==> config.mk <==
export PLATFORM = sky130hd
export DESIGN_NAME = ugb_ctrl
export DESIGN_NICKNAME = d
export VERILOG_FILES = /design/src/rtl/ugb_pkg.sv /design/src/rtl/ugb_ctrl.sv
export SDC_FILE = /design/constraint.sdc
export NUM_CORES = 1
export LEC_CHECK = 0
export ABC_AREA = 1
export BUFFER_PORTS_ARGS = -buffer_cell sky130_fd_sc_hd__buf_2
export CORE_MARGIN = 1.5
export CORE_UTILIZATION = 48
export DETAILED_ROUTE_END_ITERATION = 8
export MAX_ROUTING_LAYER = met4
export PLACE_DENSITY = 0.88
export SKIP_CTS_REPAIR_TIMING = 1
export SLEW_MARGIN = 20
export SYNTH_ARGS = -nofsm -noshare
export SYNTH_HDL_FRONTEND = slang
export SYNTH_SLANG_ARGS = --single-unit
==> constraint.sdc <==
create_clock -name clk -period 1.8 [get_ports clk]
set_clock_uncertainty 0.15 [all_clocks]
set_input_delay 0 -clock clk [delete_from_list [all_inputs] [get_ports clk]]
set_output_delay 0 -clock clk [all_outputs]
set_load 0.005 [all_outputs]
==> src/rtl/ugb_pkg.sv <==
// Shared constants, codes and controller/datapath signal groups for the grid broadphase.
package ugb_pkg;

  localparam int CELLS     = 64;
  localparam int ITEMS     = 64;
  localparam int SLOT_BITS = 7;
  localparam int NSLOT     = 4;
  localparam int LIST_W    = NSLOT * SLOT_BITS;
  localparam int CELL_AW   = $clog2(CELLS);
  localparam int ID_W      = $clog2(ITEMS);
  localparam int DIV_W     = 32;
  localparam int Q_W       = DIV_W + 1;
  localparam int CNT_W     = $clog2(DIV_W);

  localparam logic [2:0] OP_ADD    = 3'd0;
  localparam logic [2:0] OP_REMOVE = 3'd1;
  localparam logic [2:0] OP_MOVE   = 3'd2;
  localparam logic [2:0] OP_QUERY  = 3'd3;
  localparam logic [2:0] OP_CLEAR  = 3'd4;

  localparam logic [1:0] ST_OK      = 2'd0;
  localparam logic [1:0] ST_BAD_ID  = 2'd1;
  localparam logic [1:0] ST_BAD_BOX = 2'd2;
  localparam logic [1:0] ST_BAD_GRD = 2'd3;

  localparam logic [2:0] REG_ORIGIN_X = 3'd0;
  localparam logic [2:0] REG_ORIGIN_Y = 3'd1;
  localparam logic [2:0] REG_CELL_W   = 3'd2;
  localparam logic [2:0] REG_CELL_H   = 3'd3;
  localparam logic [2:0] REG_CELLS_X  = 3'd4;
  localparam logic [2:0] REG_CELLS_Y  = 3'd5;

  typedef struct packed {
    logic signed [31:0] origin_x;
    logic signed [31:0] origin_y;
    logic [30:0]        cell_width;
    logic [30:0]        cell_height;
    logic [6:0]         cells_x;
    logic [6:0]         cells_y;
  } cfg_t;

  typedef struct packed {
    logic       ready;
    logic       latch;
    logic       div_load;
    logic       div_step;
    logic       div_store;
    logic       build;
    logic       item_rd;
    logic       load_old;
    logic       wr_item;
    logic       cell_rd;
    logic       cell_wr;
    logic       k_inc;
    logic       apply_set;
    logic       cnt_inc;
    logic       cnt_clr;
    logic       q_setup;
    logic       q_or;
    logic       out_ld;
    logic       out_hit;
    logic [1:0] res_st;
  } cmd_t;

  typedef struct packed {
    logic       in_valid;
    logic [2:0] op;
    logic       id_bad;
    logic       grid_bad;
    logic       div_fin;
    logic       div_last;
    logic       bad_box;
    logic       same_list;
    logic       slot_zero;
    logic       slot_big;
    logic       k_last;
    logic       q_empty;
    logic       q_last;
    logic       acc_zero;
    logic       acc_one;
    logic       out_free;
  } stat_t;

endpackage

==> src/rtl/ugb_ctrl.sv <==
// Controller state machine that sequences every request through the datapath.
module ugb_ctrl import ugb_pkg::*; (
  input  logic  clk,
  input  logic  rst,
  input  stat_t stat,
  output cmd_t  cmd
);

  typedef enum logic [4:0] {
    S_IDLE, S_DECODE, S_DIV_LOAD, S_DIV_RUN, S_DIV_NEXT, S_BUILD, S_CHECK,
    S_ITEM_RD, S_ITEM_CMP, S_APPLY_RD, S_APPLY_WR, S_NEXT, S_WR_ITEM,
    S_Q_SETUP, S_Q_RD, S_Q_OR, S_EMIT, S_RESULT
  } state_t;

  state_t     state, state_next;
  logic       aset, aset_next;
  logic [1:0] res_st, res_st_next;

  always_comb begin
    cmd         = '0;
    state_next  = state;
    aset_next   = aset;
    res_st_next = res_st;
    cmd.ready     = state == S_IDLE;
    cmd.apply_set = aset;
    cmd.res_st    = res_st;
    unique case (state)
      S_IDLE: begin
        if (stat.in_valid) begin
          cmd.latch  = 1'b1;
          state_next = S_DECODE;
        end
      end
      S_DECODE: begin
        res_st_next = ST_OK;
        state_next  = S_RESULT;
        if (stat.op == OP_CLEAR) begin
          cmd.cnt_clr = 1'b1;
        end else if (stat.op <= OP_MOVE && stat.id_bad) begin
          res_st_next = ST_BAD_ID;
        end else if (stat.op == OP_REMOVE) begin
          state_next = S_ITEM_RD;
        end else if (stat.op <= OP_QUERY) begin
          if (stat.grid_bad) res_st_next = ST_BAD_GRD;
          else state_next = S_DIV_LOAD;
        end
      end
      S_DIV_LOAD: begin
        cmd.div_load = 1'b1;
        state_next   = S_DIV_RUN;
      end
      S_DIV_RUN: begin
        cmd.div_step = 1'b1;
        if (stat.div_fin) state_next = S_DIV_NEXT;
      end
      S_DIV_NEXT: begin
        cmd.div_store = 1'b1;
        if (!stat.div_last) state_next = S_DIV_LOAD;
        else if (stat.op == OP_QUERY) state_next = S_Q_SETUP;
        else state_next = S_BUILD;
      end
      S_BUILD: begin
        cmd.build  = 1'b1;
        state_next = S_CHECK;
      end
      S_CHECK: begin
        if (stat.bad_box) begin
          res_st_next = ST_BAD_BOX;
          state_next  = S_RESULT;
        end else if (stat.op == OP_ADD) begin
          state_next = S_WR_ITEM;
        end else begin
          state_next = S_ITEM_RD;
        end
      end
      S_ITEM_RD: begin
        cmd.item_rd = 1'b1;
        state_next  = S_ITEM_CMP;
      end
      S_ITEM_CMP: begin
        // A move that lands on the same cells leaves everything alone.
        if (stat.op == OP_MOVE && stat.same_list) begin
          state_next = S_RESULT;
        end else begin
          cmd.load_old = 1'b1;
          aset_next    = 1'b0;
          state_next   = S_APPLY_RD;
        end
      end
      S_APPLY_RD: begin
        if (stat.slot_zero) begin
          state_next = S_NEXT;
        end else if (stat.slot_big) begin
          cmd.k_inc = 1'b1;
          if (stat.k_last) state_next = S_NEXT;
        end else begin
          cmd.cell_rd = 1'b1;
          state_next  = S_APPLY_WR;
        end
      end
      S_APPLY_WR: begin
        cmd.cell_wr = 1'b1;
        cmd.k_inc   = 1'b1;
        state_next  = stat.k_last ? S_NEXT : S_APPLY_RD;
      end
      S_NEXT: begin
        if (aset) begin
          cmd.cnt_inc = stat.op == OP_MOVE;
          state_next  = S_RESULT;
        end else begin
          state_next = S_WR_ITEM;
        end
      end
      S_WR_ITEM: begin
        cmd.wr_item = 1'b1;
        if (stat.op == OP_REMOVE) begin
          state_next = S_RESULT;
        end else begin
          aset_next  = 1'b1;
          state_next = S_APPLY_RD;
        end
      end
      S_Q_SETUP: begin
        cmd.q_setup = 1'b1;
        state_next  = S_Q_RD;
      end
      S_Q_RD: begin
        if (stat.q_empty) begin
          state_next = S_EMIT;
        end else begin
          cmd.cell_rd = 1'b1;
          state_next  = S_Q_OR;
        end
      end
      S_Q_OR: begin
        cmd.q_or   = 1'b1;
        state_next = stat.q_last ? S_EMIT : S_Q_RD;
      end
      S_EMIT: begin
        cmd.res_st = ST_OK;
        if (stat.out_free) begin
          if (stat.acc_zero) begin
            cmd.out_ld = 1'b1;
            state_next = S_IDLE;
          end else begin
            cmd.out_hit = 1'b1;
            if (stat.acc_one) state_next = S_IDLE;
          end
        end
      end
      S_RESULT: begin
        if (stat.out_free) begin
          cmd.out_ld = 1'b1;
          state_next = S_IDLE;
        end
      end
      default: state_next = S_IDLE;
    endcase
  end

  always_ff @(posedge clk) begin
    if (rst) begin
      state  <= S_IDLE;
      aset   <= 1'b0;
      res_st <= ST_OK;
    end else begin
      state  <= state_next;
      aset   <= aset_next;
      res_st <= res_st_next;
    end
  end

  a_accept_only_idle: assert property (@(posedge clk) disable iff (rst)
    cmd.latch |=> (state == S_DECODE))
    else $error("request accepted outside idle");
  a_divider_bounded: assert property (@(posedge clk) disable iff (rst)
    (state == S_DIV_RUN && stat.div_fin) |=> (state == S_DIV_NEXT))
    else $error("divider did not hand over its quotient");
  a_single_mem_op: assert property (@(posedge clk) disable iff (rst)
    !(cmd.cell_wr && cmd.cell_rd))
    else $error("cell bitmap read and written in one cycle");

endmodule

==> flow_summary.json <==
{
  "grtUsageTotal_pct": 27.7,
  "setup_viol": 0,
  "r2r_start": "state[0]$_SDFFE_PP0P_",
  "synth_adder_area_share_pct": 0,
  "fmax_mhz": 598,
  "netlist_area_mm2": 0.00103,
  "ys_seq_area_share_pct": 15.5,
  "cp-end-kind": "output port",
  "finalHoldViolCount": 1,
  "worstPathArrival_ns": 1.52,
  "syn_area_per_cell_um2": 5.31,
  "min_from": "stat[9]",
  "cts_tree": "built",
  "vias": 1313,
  "numCtsBuffers": 3,
  "path_cells": "nand2_1 > nor2_1 > nand2_2 > nor3_1 > buf_2",
  "synth_cell_types": 24,
  "finish.utilization_pct": 65.1,
  "first_global_vias": 1172,
  "gp_congestion": 1.02,
  "drt_iter0_drc": 35,
  "syn_inst": 194,
  "layout-drive-gt1-share_pct": 29.4,
  "crit_type": "register to output port",
  "vdd_drop_max_v": 0.000667,
  "yosys_register_bits": 8,
  "crit_family": "simple AND/OR/NAND/NOR gates",
  "drc_errors": 0,
  "yosysWarnings": 0,
  "cpPeakStageDelay_ns": 0.46,
  "relSlewSlack_pct": 80.3,
  "num-fill-cells": 225,
  "required_ns": 1.65,
  "grt_pass1_wl_mm": 5.13,
  "critPathLaunch": "state[0]$_SDFFE_PP0P_",
  "synth-compound-area-share_pct": 8.86,
  "synthToLayoutAreaGrowth_pct": 26.5,
  "ant_nets": 0,
  "firstDrtPassIters": 4,
  "clkTransAtPathRegs_ns": 0.05,
  "drv_slew": 0,
  "min_period_ns": 1.67,
  "hpwl_mm": 2.62,
  "ioPinCount": 41,
  "worstPathMaxFanout": 6,
  "failed_checks": "hold timing",
  "core_mm2": 0.00200,
  "grt_remaining_overflow": 0,
  "holdCritPathClass": "primary input to register",
  "finalPower_w": 0.000891,
  "drt_wl_total_mm": 3.18,
  "clock_latency_ns": 0.25,
  "synthMuxAreaShare_pct": 0,
  "row_count": 16,
  "cp_slowest_cell": "dfxtp_1",
  "routedWlPerCell_um": 12.0,
  "fin_crit_sh_pct": 92.9,
  "htree_num_levels": 1,
  "tightestPinTransition_ns": 0.296,
  "grt_setup_unrepaired": "false",
  "start_util_pct": 51.5,
  "grt_start_max_net_pins": 10,
  "path_buf_inv": 1,
  "dieArea_mm2": 0.00243,
  "syn_nets": 214,
  "port_buffers": 40,
  "synth_simple_gate_area_share_pct": 60.0,
  "diodes": 0,
  "num-nets-final": 260,
  "root_buffer": "clkbuf_4",
  "dieHeight_um": 49.3,
  "routed_via_density": 4.95,
  "start_kind": "register",
  "tns_ns": 0,
  "synthXorXnorAreaFrac_pct": 0,
  "outcome": "complete, but fails checks",
  "cts_buffer_depth": 2,
  "synth_top_family_by_area": "simple AND/OR/NAND/NOR gates",
  "whs_ns": -0.00258,
  "clock_sinks": 8,
  "antenna_found_initial": 0,
  "p_leak_nw": 0.787,
  "max_cap_viol_count": 0,
  "p_per_area_mw_per_mm2": 684,
  "die_x_um": 49.3
}
==> per-stage QoR <==
stage / std cells / worst slack, ns / area (um^2)
finish: 265 / 0.128 / 1300
global route: 265 / 0.0212 / 1300
CTS: 261 / 0.0537 / 1260
detailed placement: 258 / 0.0520 / 1240
global placement: 258 / 0.0366 / 1240
floorplan: 194 / 0.417 / 1030
==> kinds of logic after synthesis <==
kind of cell / count (synthesis)
AO/OA/AOI/OAI: 16
buffers and inverters: 39
flip-flops: 8
AND/OR/NAND/NOR: 131
==> where the power goes <==
part / leakage (nW) / total, W / switching [W] / internal, W
sequential: 0.0661 / 0.000251 / 0.0000434 / 0.000208
combinational: 0.707 / 0.000501 / 0.000318 / 0.000183
clock: 0.0138 / 0.000139 / 0.0000626 / 0.0000764
total: 0.787 / 0.000891 / 0.000424 / 0.000467
==> worst paths after layout <==
check / endpoint / slack, ns / cells after the start
setup / recovery: cmd[7] / 0.13 / 5
hold / removal: res_st[0]$_SDFFE_PP0P_ / -0.003 / 4
setup reg to reg: state[4]$_SDFFE_PP0P_ / 0.15 / 9
hold reg to reg: res_st[0]$_SDFFE_PP0P_ / 0.34 / 2
==> synth_stat cells (all sizes together) <==
| cell | count | share of area (%) |
|---|---|---|
| a21oi | 9 | 4.7 |
| buf | 3 | 2.5 |
| dfxtp | 8 | 16 |
| inv | 36 | 13 |
| nand2 | 59 | 23 |
| nand3 | 17 | 9.2 |
| nand3b | 2 | 1.5 |
| nand4 | 6 | 3.6 |
| nor2 | 41 | 19 |
| nor3 | 4 | 1.9 |
| nor4 | 1 | 0.61 |
| o211ai | 2 | 1.5 |
| o21a | 1 | 0.73 |
| o21ai | 4 | 1.9 |
| or2 | 1 | 0.61 |
==> routing by layer <==
layer | routed length, um | vias up | part of all wire, % | track usage [%]
met4 | 58 | 0 | 1.8 | 9.52
met1 | 1510 | 565 | 47 | 34.4
met3 | 106 | 8 | 3.3 | 1.53
met2 | 1510 | 44 | 47 | 47.3
met5 | 0 | - | 0 | -
li1 | - | 696 | - | -
==> cells in the final DEF, fill, tap and decap left out <==
| cell | instances |
|---|---|
| or2_2 | 1 |
| a21oi_1 | 8 |
| nand2_1 | 52 |
| nand4_1 | 6 |
| nand3b_1 | 2 |
| a21oi_2 | 1 |
| nor2_2 | 5 |
| nor2_4 | 4 |
| dfxtp_2 | 2 |
| o211ai_1 | 2 |
| clkbuf_4 | 3 |
| nand2_4 | 1 |
| nor2_1 | 32 |
| nand2_2 | 6 |
| inv_2 | 4 |
| o21ai_0 | 3 |
| inv_1 | 32 |
| o21ai_1 | 1 |
| nor4_1 | 1 |
| dlygate4sd3_1 | 3 |
| nand3_1 | 15 |
| o21a_1 | 1 |
| nor3_1 | 4 |
| nand3_2 | 2 |
| dfxtp_1 | 6 |
| buf_2 | 40 |
| buf_4 | 1 |
==> registers in the layout, summed over array words and instances, names as in the netlist <==
register / count
state: 5
res_st: 2
aset: 1
==> area by class of cell <==
cell class | count | area, um^2 | share of cell area (%)
Multi-Input combinational cell | 147 | 712 | 54.6
Timing Repair Buffer | 44 | 238 | 18.2
Sequential cell | 8 | 163 | 12.5
Inverter | 36 | 135 | 10.4
Tap cell | 27 | 33.8 | 2.59
Clock buffer | 3 | 22.5 | 1.73
==> worst min-delay path: stages <==
cell	delay, ns
buf_2	0.11
nand2_1	0.09
nand3_1	0.08
a21oi_1	0.06
Note: power is estimated with default switching activity, not from simulation.
